**config.mk**
```make
export PLATFORM = sky130hd
export DESIGN_NAME = rle_pixel_row_decoder_core
export DESIGN_NICKNAME = d
export VERILOG_FILES = /design/src/hw/rtl/rprd_pkg.sv /design/src/hw/rtl/rle_pixel_row_decoder_core.sv /design/src/hw/rtl/rprd_step.sv
export SDC_FILE = /design/constraint.sdc
export NUM_CORES = 1
export LEC_CHECK = 0
export BUFFER_PORTS_ARGS = -buffer_cell sky130_fd_sc_hd__buf_4
export CELL_PAD_IN_SITES_DETAIL_PLACEMENT = 0
export CELL_PAD_IN_SITES_GLOBAL_PLACEMENT = 1
export CORE_MARGIN = 2
export CORE_UTILIZATION = 53
export DETAILED_ROUTE_END_ITERATION = 10
export PLACE_DENSITY = 0.95
export SLEW_MARGIN = 0
export SYNTH_ARGS = -nofsm -noshare
export SYNTH_HDL_FRONTEND = slang
export SYNTH_HIERARCHICAL = 1
export SYNTH_SLANG_ARGS = --single-unit
```
**constraint.sdc**
```tcl
create_clock -name clk -period 8.05 [get_ports clk]
set_clock_uncertainty 0.05 [all_clocks]
set_input_delay 1.61 -clock clk [delete_from_list [all_inputs] [get_ports clk]]
set_output_delay 1.61 -clock clk [all_outputs]
set_load 0.01 [all_outputs]
```
**src/hw/rtl/rprd_pkg.sv**
```systemverilog
// ----------------------------------------------------------------------------
// rprd_pkg: shared types and constants of the RLE pixel row decoder
// Decode phases, decoder state and result records, control byte codes and
// configuration register indexes.
// ----------------------------------------------------------------------------
`default_nettype none

package rprd_pkg;

    // Control byte codes
    localparam logic [7:0] LIT_MAX  = 8'h7F;   // highest literal run control
    localparam logic [7:0] EXT_CODE = 8'hFF;   // extended 16-bit count follows
    localparam logic [7:0] REP_BASE = 8'h80;   // repeat count offset

    // Configuration register indexes
    localparam int unsigned CFG_INDEX_W = 2;
    localparam logic [CFG_INDEX_W-1:0] CFG_MODE   = 2'd0;
    localparam logic [CFG_INDEX_W-1:0] CFG_WIDTH  = 2'd1;
    localparam logic [CFG_INDEX_W-1:0] CFG_HEIGHT = 2'd2;
    localparam int unsigned CFG_DATA_W = 16;

    typedef enum logic [2:0] {
        PH_CTRL,
        PH_LIT,
        PH_CNT_LO,
        PH_CNT_HI,
        PH_VALUE
    } phase_t;

    typedef struct packed {
        phase_t      phase;
        logic [6:0]  literal_left;
        logic [7:0]  count_low;
        logic [15:0] run_length;
        logic [16:0] column;
        logic [15:0] row;
        logic        finished;
    } dec_state_t;

    typedef struct packed {
        logic        emit;
        logic [7:0]  pixel_value;
        logic [15:0] repeat_count;
        logic        row_done;
        logic        image_done;
    } dec_result_t;

    localparam dec_state_t STATE_CLEAR = '{
        phase:        PH_CTRL,
        literal_left: 7'd0,
        count_low:    8'd0,
        run_length:   16'd0,
        column:       17'd0,
        row:          16'd0,
        finished:     1'b0
    };

endpackage

`default_nettype wire

```
**src/hw/rtl/rle_pixel_row_decoder_core.sv**
```systemverilog
// Path: a byte is captured in the input register and decoded once the output
// register is free or being emptied; its pixel run goes to the output register.
// Throughput: one byte per cycle while the output register is free or drained.
// Reset (rst_n low, asynchronous): empties both stages, clears the decoder
// state and sets compressed_mode 0, image_width 1, image_height 1.
// ----------------------------------------------------------------------------
// rle_pixel_row_decoder_core: RLE pixel row decoder
// Input register, one decode step and an output register; tracks column and
// row and flags row and image end on each pixel run.
// ----------------------------------------------------------------------------
`default_nettype none

module rle_pixel_row_decoder_core
    import rprd_pkg::*;
(
    input  wire logic                   clk,
    input  wire logic                   rst_n,
    // configuration
    input  wire logic                   cfg_we,
    input  wire logic [CFG_INDEX_W-1:0] cfg_index,
    input  wire logic [CFG_DATA_W-1:0]  cfg_data,
    // byte stream
    input  wire logic                   in_valid,
    output logic                        in_ready,
    input  wire logic [7:0]             data_byte,
    input  wire logic                   start_of_image,
    // pixel runs
    output logic                        out_valid,
    input  wire logic                   out_ready,
    output logic [7:0]                  pixel_value,
    output logic [15:0]                 repeat_count,
    output logic                        row_done,
    output logic                        image_done
);

    logic        mode_reg;
    logic [15:0] width_reg;
    logic [15:0] height_reg;

    logic        in_valid_reg;
    logic        in_valid_next;
    logic [7:0]  byte_reg;
    logic        sof_reg;

    dec_state_t  state_reg;
    dec_state_t  state_next;
    dec_result_t res;

    logic        out_valid_reg;
    logic        out_valid_next;
    logic [7:0]  pixel_reg;
    logic [15:0] count_reg;
    logic        row_done_reg;
    logic        image_done_reg;

    logic        advance;
    logic        in_xfer;

    // process the held byte once the output slot is free or being emptied
    assign advance  = in_valid_reg && (!out_valid_reg || out_ready);
    assign in_ready = !in_valid_reg || advance;
    assign in_xfer  = in_valid && in_ready;

    assign in_valid_next  = in_xfer ? 1'b1 : (advance ? 1'b0 : in_valid_reg);
    assign out_valid_next = advance ? res.emit : (out_valid_reg && !out_ready);

    rprd_step u_step (
        .compressed_mode (mode_reg),
        .image_width     (width_reg),
        .image_height    (height_reg),
        .state_cur       (state_reg),
        .data_byte       (byte_reg),
        .start_of_image  (sof_reg),
        .state_next      (state_next),
        .result          (res)
    );

    always_ff @(posedge clk or negedge rst_n)
    begin
        if (!rst_n)
        begin
            mode_reg   <= 1'b0;
            width_reg  <= 16'd1;
            height_reg <= 16'd1;
        end
        else if (cfg_we)
        begin
            case (cfg_index)
                CFG_MODE:   mode_reg   <= cfg_data[0];
                CFG_WIDTH:  width_reg  <= cfg_data;
                CFG_HEIGHT: height_reg <= cfg_data;
                default:    ;   // drop writes to unknown registers
            endcase
        end
    end

    always_ff @(posedge clk or negedge rst_n)
    begin
        if (!rst_n)
        begin
            in_valid_reg  <= 1'b0;
            out_valid_reg <= 1'b0;
            state_reg     <= STATE_CLEAR;
        end
        else
        begin
            in_valid_reg  <= in_valid_next;
            out_valid_reg <= out_valid_next;
            if (advance)
            begin
                state_reg <= state_next;
            end
        end
    end

    always_ff @(posedge clk)
    begin
        if (in_xfer)
        begin
            byte_reg <= data_byte;
            sof_reg  <= start_of_image;
        end
        if (advance && res.emit)
        begin
            pixel_reg      <= res.pixel_value;
            count_reg      <= res.repeat_count;
            row_done_reg   <= res.row_done;
            image_done_reg <= res.image_done;
        end
    end

    assign out_valid    = out_valid_reg;
    assign pixel_value  = pixel_reg;
    assign repeat_count = count_reg;
    assign row_done     = row_done_reg;
    assign image_done   = image_done_reg;

`ifndef ASSERT_OFF
    a_count_nonzero: assert property (@(posedge clk) disable iff (!rst_n)
        out_valid_reg |-> (count_reg != 16'd0))
        else $error("pixel run with zero repeat count");

    a_image_ends_row: assert property (@(posedge clk) disable iff (!rst_n)
        out_valid_reg |-> (!image_done_reg || row_done_reg))
        else $error("image end without row end");

    a_row_resets_column: assert property (@(posedge clk) disable iff (!rst_n)
        (advance && res.row_done) |=> (state_reg.column == 17'd0))
        else $error("column not cleared at row end");

    a_image_sets_finished: assert property (@(posedge clk) disable iff (!rst_n)
        (advance && res.image_done) |=> state_reg.finished)
        else $error("finished flag not set at image end");

    a_stall_holds_byte: assert property (@(posedge clk) disable iff (!rst_n)
        !in_ready |-> (in_valid_reg && out_valid_reg && !out_ready))
        else $error("input stalled without a full pipeline");
`endif

endmodule

`default_nettype wire

```
**src/hw/rtl/rprd_step.sv**
```systemverilog
// ----------------------------------------------------------------------------
// rprd_step: one byte of RLE decoding
// Computes the next decoder state and the optional pixel run for one byte,
// including the row and image end check at the end of each token.
// ----------------------------------------------------------------------------
`default_nettype none

module rprd_step
    import rprd_pkg::*;
(
    input  wire logic        compressed_mode,
    input  wire logic [15:0] image_width,
    input  wire logic [15:0] image_height,
    input  wire dec_state_t  state_cur,
    input  wire logic [7:0]  data_byte,
    input  wire logic        start_of_image,
    output dec_state_t       state_next,
    output dec_result_t      result
);

    dec_state_t  s;
    dec_result_t r;
    logic        token_end;

    always_comb
    begin
        s         = start_of_image ? STATE_CLEAR : state_cur;
        r         = '0;
        token_end = 1'b0;

        if (s.finished)
        begin
            // hold everything until the next start of image
            r.emit = 1'b0;
        end
        else if (!compressed_mode)
        begin
            s.column       = s.column + 17'd1;
            r.emit         = 1'b1;
            r.pixel_value  = data_byte;
            r.repeat_count = 16'd1;
            token_end      = 1'b1;
        end
        else
        begin
            unique case (s.phase)
                PH_LIT:
                begin
                    s.column       = s.column + 17'd1;
                    s.literal_left = s.literal_left - 7'd1;
                    r.emit         = 1'b1;
                    r.pixel_value  = data_byte;
                    r.repeat_count = 16'd1;
                    if (s.literal_left == 7'd0)
                    begin
                        s.phase   = PH_CTRL;
                        token_end = 1'b1;
                    end
                end
                PH_CNT_LO:
                begin
                    s.count_low = data_byte;
                    s.phase     = PH_CNT_HI;
                end
                PH_CNT_HI:
                begin
                    s.run_length = {data_byte, s.count_low};
                    s.phase      = PH_VALUE;
                end
                PH_VALUE:
                begin
                    s.phase        = PH_CTRL;
                    s.column       = s.column + {1'b0, s.run_length};
                    r.emit         = (s.run_length != 16'd0);
                    r.pixel_value  = data_byte;
                    r.repeat_count = s.run_length;
                    token_end      = 1'b1;
                end
                default:
                begin
                    s.phase = PH_CTRL;
                    if (data_byte == EXT_CODE)
                    begin
                        s.phase = PH_CNT_LO;
                    end
                    else if (data_byte > LIT_MAX)
                    begin
                        s.run_length = {8'd0, data_byte - REP_BASE};
                        s.phase      = PH_VALUE;
                    end
                    else if (data_byte == 8'd0)
                    begin
                        // empty literal run still closes a token
                        token_end = 1'b1;
                    end
                    else
                    begin
                        s.literal_left = data_byte[6:0];
                        s.phase        = PH_LIT;
                    end
                end
            endcase
        end

        // row end check; the overrun past the width is dropped
        if (token_end && (s.column >= {1'b0, image_width}))
        begin
            s.column   = 17'd0;
            s.row      = s.row + 16'd1;
            r.row_done = 1'b1;
            if (s.row >= image_height)
            begin
                s.finished   = 1'b1;
                r.image_done = 1'b1;
            end
        end

        state_next = s;
        result     = r;
    end

endmodule

`default_nettype wire
```
==> flow_metrics.env, run 1 <==
export IMPL_violations="design-rule violations"
export IMPL_drive_above_1_share=0.227
export IMPL_post_dp_hpwl_um=17700
export IMPL_p_total_mw=2.82
export IMPL_clkTransAtPathRegs_ps=60
export IMPL_path_buf_inv=4
export IMPL_numClockSinks=138
export IMPL_first_pass_iters=9
export IMPL_reg2reg_setup_slack_ps=2120
export IMPL_ys_ff_latch=138
export IMPL_numCtsBuffers=17
export IMPL_vdd_ir_drop_worst_v=0.000157
export IMPL_antenna_found_initial=0
export IMPL_fin_area_um2=10900
export IMPL_comb_power_share=0.351
export IMPL_drt_wirelength_per_cell_um=19.3
export IMPL_dieWidth_um=140
export IMPL_cp_top_family="compound AO/OA/AOI/OAI gates"
export IMPL_power_internal_mw=1.74
export IMPL_timing_rr_end="state_reg[5]"
export IMPL_timing_hold_ws_ps=457
export IMPL_reg2reg_depth=20
export IMPL_post_cts_repair_setup_buffers=0
export IMPL_hold_viol=0
export IMPL_io_pins=60
export IMPL_die_area_um2=19600
export IMPL_timing_fmax_ghz=0.169
export IMPL_grt_pass1_wl_um=40500
export IMPL_async_flop_share=0.746
export IMPL_synthTopCellsByArea="dfrtp_1 26%, edfxtp_1 11%, mux2_2 9.8%"
export IMPL_synth_ff_type="dfrtp_1"
export IMPL_clock_path_buffers=2
export IMPL_totalWireLength_um=24800
export IMPL_synth_nets=1089
export IMPL_synth_cell_types=80
export IMPL_cts_resized=0
export IMPL_cp_start_kind="flip-flop"
export IMPL_min_from="height_reg[2]"
export IMPL_antenna_left=0
export IMPL_core_area_um2=18100
export IMPL_hold_depth=1
export IMPL_final_nets=1119
export IMPL_crit_arrival_ps=6190
export IMPL_synth_cells=1009
export IMPL_yosys_warnings=6
export IMPL_finalWeightedCongestion=0.912
export IMPL_leakage_nw=5.05
export IMPL_period_share=0.737
export IMPL_synth_avg_cell_area_um2=9.73
export IMPL_largest_reg_flops=68
export IMPL_synth_edf_count=35
export IMPL_n_fill_cell=1502
export IMPL_status="complete, but fails checks"
export IMPL_p_seq_frac=0.368
export IMPL_rows=49
export IMPL_via_per_inst=6.09
export IMPL_hold_end="height_reg[2]"
export IMPL_slew_headroom=0.284
export IMPL_antennaDiodeCount=0
export IMPL_cp_common_cell="buf_4"
export IMPL_first_iter_violations=706
export IMPL_grt_pass1_vias=7727
export IMPL_die_h_um=140
export IMPL_drc=6
export IMPL_p_per_area_nw_per_um2=258
export IMPL_rr_startpoint="sof_reg"
export IMPL_area_delta_synth_final_pct=11.3
export IMPL_worst_pin_slew_ps=1070
export IMPL_cts_tree="built"
export IMPL_clockPowerShare=0.282
export IMPL_synth_top_cell_by_area="dfrtp_1"
export IMPL_hold_buffers=0
export IMPL_finalSetupViolations=0
export IMPL_hold_path_class="flip-flop to flip-flop"
export IMPL_insertion_delay_ps=430
export IMPL_period_minus_slack_ps=5930
export IMPL_crit_chain="buf_4 -> clkinv_1 -> buf_4 -> nand2_1 -> fa_1 -> a21boi_1 -> o31ai_4 -> a21oi_1 -> o22ai_2 -> a221oi_1 -> xnor2_1 -> a222oi_1 -> inv_1 -> ha_1 -> a2111oi_0 -> o211ai_1 -> o22a_1 -> o21ai_4 -> mux2_4 -> mux2_2"
export IMPL_tns_ps=0
export IMPL_syn_area_um2=9820
export IMPL_seq_area_frac_synth=0.370
export IMPL_htreeDepth=4
export IMPL_vias=7802
export IMPL_grt_max_degree=73
export IMPL_synth_top_area_share=0.257
export IMPL_crit_type="flip-flop to flip-flop"
export IMPL_endpoint_kind="flip-flop"
export IMPL_switchingPower_mw=1.08
export IMPL_swShare=0.382
export IMPL_root_buffer="clkbuf_16"
export IMPL_crit_path_max_fanout=31
export IMPL_grt_total_usage=0.259
export IMPL_drv_cap=0
export IMPL_gr_total_overflow=0
export IMPL_slowest_stage="o21ai_4"
export IMPL_initial_core_util=0.543
export IMPL_worst_path_largest_cell_delay_ps=670
export IMPL_postPlaceCellArea_um2=10300
export IMPL_io_buffers=59
export IMPL_crit_required_ps=8310
export IMPL_final_max_slew_violation_count=0
export IMPL_grt_setup_unrepaired="false"
kinds of logic (layout without fill, tap and decap cells):
family / Yosys count / after routing / synth area share
compound gates: 216 / 216 / 0.149
xor+xnor: 49 / 49 / 0.0437
fa+ha+maj: 48 / 48 / 0.0619
buf+inv: 110 / 153 / 0.0506
flops: 138 / 138 / 0.370
mux: 117 / 117 / 0.143
simple gates: 331 / 331 / 0.182
cell type report:
type,instances,area [µm²],area share
timing repair buffer,68,510,0.0467
multi-input combinational,761,5700,0.522
clock buffer,18,439,0.0402
clock inverter,14,158,0.0144
tap,229,287,0.0262
inverter,53,199,0.0182
sequential,138,3630,0.332
cells in the final DEF, fill, tap and decap left out, types with 5 or more instances in the layout:
| cell type | count |
|---|---|
| nand3_1 | 25 |
| a21o_1 | 11 |
| nand4_1 | 10 |
| a221o_1 | 7 |
| nand2_1 | 76 |
| nand2b_1 | 8 |
| inv_1 | 51 |
| ha_1 | 47 |
| xnor2_1 | 29 |
| mux2_4 | 26 |
| a21oi_1 | 49 |
| a31oi_1 | 5 |
| xor2_1 | 20 |
| o21ai_0 | 59 |
| edfxtp_1 | 35 |
| a221oi_1 | 5 |
| clkbuf_16 | 17 |
| a22oi_1 | 10 |
| buf_4 | 68 |
| o21a_1 | 8 |
| mux2i_1 | 6 |
| and2_1 | 17 |
| nand3b_1 | 5 |
| dfrtp_1 | 101 |
| or2_2 | 5 |
| nor2b_1 | 46 |
| nor2_1 | 61 |
| nor3_1 | 15 |
| and3_1 | 30 |
| mux2_2 | 85 |
| o211ai_1 | 12 |
| a211oi_1 | 5 |
| nor4_1 | 7 |
| a22o_1 | 8 |
metal layers:
| layer | vias to the layer above | track usage | share of wire |
|---|---|---|---|
| li1 | 3715 | - | - |
| met1 | 3788 | 0.352 | 0.45 |
| met2 | 260 | 0.423 | 0.47 |
| met3 | 39 | 0.0427 | 0.051 |
| met4 | 0 | 0.0920 | 0.024 |
| met5 | - | 0 | 0 |
power groups by stage:
stage	Combinational [mW]	Clock, mW	Sequential (mW)
global route	1.09	0.837	1.06
finish	0.988	0.793	1.03
floorplan	0.777	0	0.963
global placement	0.958	0	1.04
detailed placement	0.971	0	1.04
CTS	0.979	0.803	1.03
worst max path at each step:
| stage | from | endpoint | slack (ps) | cells after the start |
|---|---|---|---|---|
| after global placement | sof_reg | state_reg[5] | 2300 | 20 |
| after global routing | sof_reg | state_reg[5] | 1770 | 20 |
| after CTS | sof_reg | state_reg[5] | 2160 | 20 |
| final | sof_reg | state_reg[5] | 2120 | 20 |
| after detailed placement | sof_reg | state_reg[10] | 2200 | 20 |
| after floorplan | sof_reg | state_reg[10] | 2820 | 24 |
metrics by stage:
step / setup slack, ps / utilization / cells
floorplan: 2820 / - / 1009
global placement: 2300 / 0.571 / 1249
detailed placement: 2200 / 0.571 / 1249
CTS: 2160 / 0.604 / 1281
global route: 1770 / 0.604 / 1281
finish: 2120 / 0.604 / 1281
cells in the mapped netlist (4+ instances only):
cell	instances
and2_1	17
mux2i_1	6
a21o_1	11
nand2_1	76
clkbuf_1	28
o21ai_0	59
dfrtp_1	101
xor2_1	20
xnor2_1	29
o22ai_1	4
buf_6	6
a31oi_1	5
a211oi_1	5
nor2_1	62
a221o_1	7
nand2b_1	8
mux2_4	26
ha_1	47
or3_1	4
o211ai_1	12
and3_1	30
a21oi_1	49
nor3_1	15
or2_2	5
and4_1	4
a22oi_1	10
nor2b_1	46
inv_1	51
nand4_1	10
nor4_1	7
mux2_2	85
o21a_1	8
buf_2	16
nand3_1	25
a221oi_1	5
edfxtp_1	35
nand3b_1	5
a22o_1	8
(Power assumes the default switching activity.)
==> inputs of run 2 (changes only) <==
--- a/config.mk
+++ b/config.mk
@@ -9,9 +9,9 @@
 export CELL_PAD_IN_SITES_DETAIL_PLACEMENT = 0
 export CELL_PAD_IN_SITES_GLOBAL_PLACEMENT = 1
 export CORE_MARGIN = 2
-export CORE_UTILIZATION = 53
+export CORE_UTILIZATION = 49
 export DETAILED_ROUTE_END_ITERATION = 10
-export PLACE_DENSITY = 0.95
+export PLACE_DENSITY = 0.89
 export SLEW_MARGIN = 0
 export SYNTH_ARGS = -nofsm -noshare
 export SYNTH_HDL_FRONTEND = slang
==> constraint.sdc (replaced) <==
create_clock -name clk -period 6.15 [get_ports clk]
set_clock_uncertainty 0.05 [all_clocks]
set_input_delay 1.23 -clock clk [delete_from_list [all_inputs] [get_ports clk]]
set_output_delay 1.23 -clock clk [all_outputs]
set_load 0.01 [all_outputs]
==> flow_metrics.env, run 2 (synthesis gave the netlist of run 1 again) <==
export IMPL_status="finished clean"
export IMPL_hold_buffers=0
export IMPL_first_iter_violations=586
export IMPL_dieWidth_um=146
export IMPL_initial_core_util=0.501
export IMPL_grt_pass1_vias=7654
export IMPL_antenna_left=0
export IMPL_crit_required_ps=6410
export IMPL_grt_pass1_wl_um=40700
export IMPL_multiInputGateArea_um2=5700
export IMPL_drc=0
export IMPL_timing_fmax_ghz=0.181
export IMPL_reg2reg_depth=20
export IMPL_antennaDiodeCount=0
export IMPL_drive_above_1_share=0.232
export IMPL_vias=7790
export IMPL_cts_resized=0
export IMPL_numClockSinks=138
export IMPL_n_fill_cell=1719
export IMPL_cts_tree="built"
export IMPL_p_per_area_nw_per_um2=331
export IMPL_insertion_delay_ps=440
export IMPL_rr_startpoint="sof_reg"
export IMPL_core_area_um2=19600
export IMPL_drt_wirelength_per_cell_um=18.8
export IMPL_mostFrequentLayoutCells="101 x dfrtp_1, 85 x mux2_2, 76 x nand2_1"
export IMPL_clkTransAtPathRegs_ps=70
export IMPL_first_pass_iters=5
export IMPL_use_met1=0.323
export IMPL_grt_busiest_layer="met2"
export IMPL_grt_total_usage=0.240
export IMPL_finalSetupViolations=0
export IMPL_post_dp_hpwl_um=18100
export IMPL_hold_end="height_reg[6]"
export IMPL_worst_pin_slew_ps=1090
export IMPL_grt_setup_unrepaired="false"
export IMPL_leakage_nw=5.07
export IMPL_htreeDepth=4
export IMPL_endpoint_kind="flip-flop"
export IMPL_min_from="height_reg[6]"
export IMPL_hold_path_class="flip-flop to flip-flop"
export IMPL_crit_type="flip-flop to flip-flop"
export IMPL_layout_setup_ws_ps=618
export IMPL_mostFrequentLayoutCell="dfrtp_1"
export IMPL_drv_cap=0
export IMPL_met3_usage=0.0417
export IMPL_hold_viol=0
export IMPL_tns_ps=0
export IMPL_hold_depth=1
export IMPL_grt_max_degree=69
export IMPL_via_per_inst=5.88
export IMPL_post_cts_repair_setup_buffers=0
export IMPL_numCtsBuffers=17
export IMPL_period_minus_slack_ps=5530
export IMPL_crit_arrival_ps=5790
export IMPL_rows=51
export IMPL_root_buffer="clkbuf_16"
export IMPL_cp_start_kind="flip-flop"
export IMPL_period_share=0.899
export IMPL_gr_total_overflow=0
export IMPL_vdd_ir_drop_worst_v=0.000232
export IMPL_timing_rr_end="state_reg[15]"
export IMPL_reg2reg_setup_slack_ps=620
export IMPL_crit_path_max_fanout=15
export IMPL_io_pins=60
export IMPL_totalWireLength_um=25000
export IMPL_slew_headroom=0.275
export IMPL_timing_hold_ws_ps=460
export IMPL_antenna_found_initial=0
export IMPL_die_area_um2=21200
export IMPL_largest_reg_flops=68
export IMPL_finalWeightedCongestion=0.950
export IMPL_final_nets=1126
export IMPL_area_delta_synth_final_pct=11.9
export IMPL_final_max_slew_violation_count=0
export IMPL_grtUsageMet2=0.390
export IMPL_pre_cts_ws_ps=687
export IMPL_io_buffers=59
export IMPL_seqCellArea_um2=3630
export IMPL_clock_path_buffers=2
export IMPL_die_h_um=146
==> run 2: power by group <==
part | total (mW) | internal [mW] | switching [mW]
sequential | 1.36 | 1.13 | 0.235
clock | 0.974 | 0.531 | 0.443
combinational | 1.29 | 0.569 | 0.726
total | 3.63 | 2.23 | 1.40
==> run 2: worst max-delay path, cell delays in order, from the launching register on <==
cell	delay, ps
edfxtp_1	480
nand2b_1	250
inv_1	100
ha_1	170
inv_1	60
fa_1	410
a21boi_1	180
o31ai_4	270
a21oi_1	130
o22ai_2	320
a221oi_1	160
xnor2_1	150
a222oi_1	460
inv_1	100
ha_1	190
a2111oi_0	410
o211ai_1	170
o22a_1	260
o21ai_4	490
mux2_4	350
mux2_2	260
==> run 2: worst max-delay path by stage <==
stage,start,endpoint,slack [ps],cells past startpoint
6_report,sof_reg,state_reg[15],620,20
5_1_grt,sof_reg,state_reg[30],270,21
4_1_cts,sof_reg,state_reg[5],650,20
3_5_place_dp,sof_reg,state_reg[15],690,20
3_3_place_gp,sof_reg,state_reg[2],900,20
2_1_floorplan,sof_reg,state_reg[10],920,24
==> run 2: stage by stage <==
stage          power (mW)  instance area [µm²]   util  instances
2_1_floorplan        2.28                 9820      -       1009
3_3_place_gp         2.62                10400  0.532       1292
3_5_place_dp         2.65                10400  0.532       1292
4_1_cts              3.63                11000  0.561       1324
5_1_grt              3.85                11000  0.561       1324
6_report             3.63                11000  0.561       1324
==> run 2: final cells by class <==
cell class	count	share of cell area
Sequential cell	138	0.331
Tap cell	265	0.0302
Multi-Input combinational cell	761	0.519
Timing Repair Buffer	75	0.0513
Clock inverter	15	0.0123
Inverter	53	0.0181
Clock buffer	17	0.0387
==> run 2: metal layers <==
metal	wire length, µm	up-vias
li1	-	3721
met1	11200	3770
met2	11800	257
met3	1360	42
met4	609	0
met5	0	-
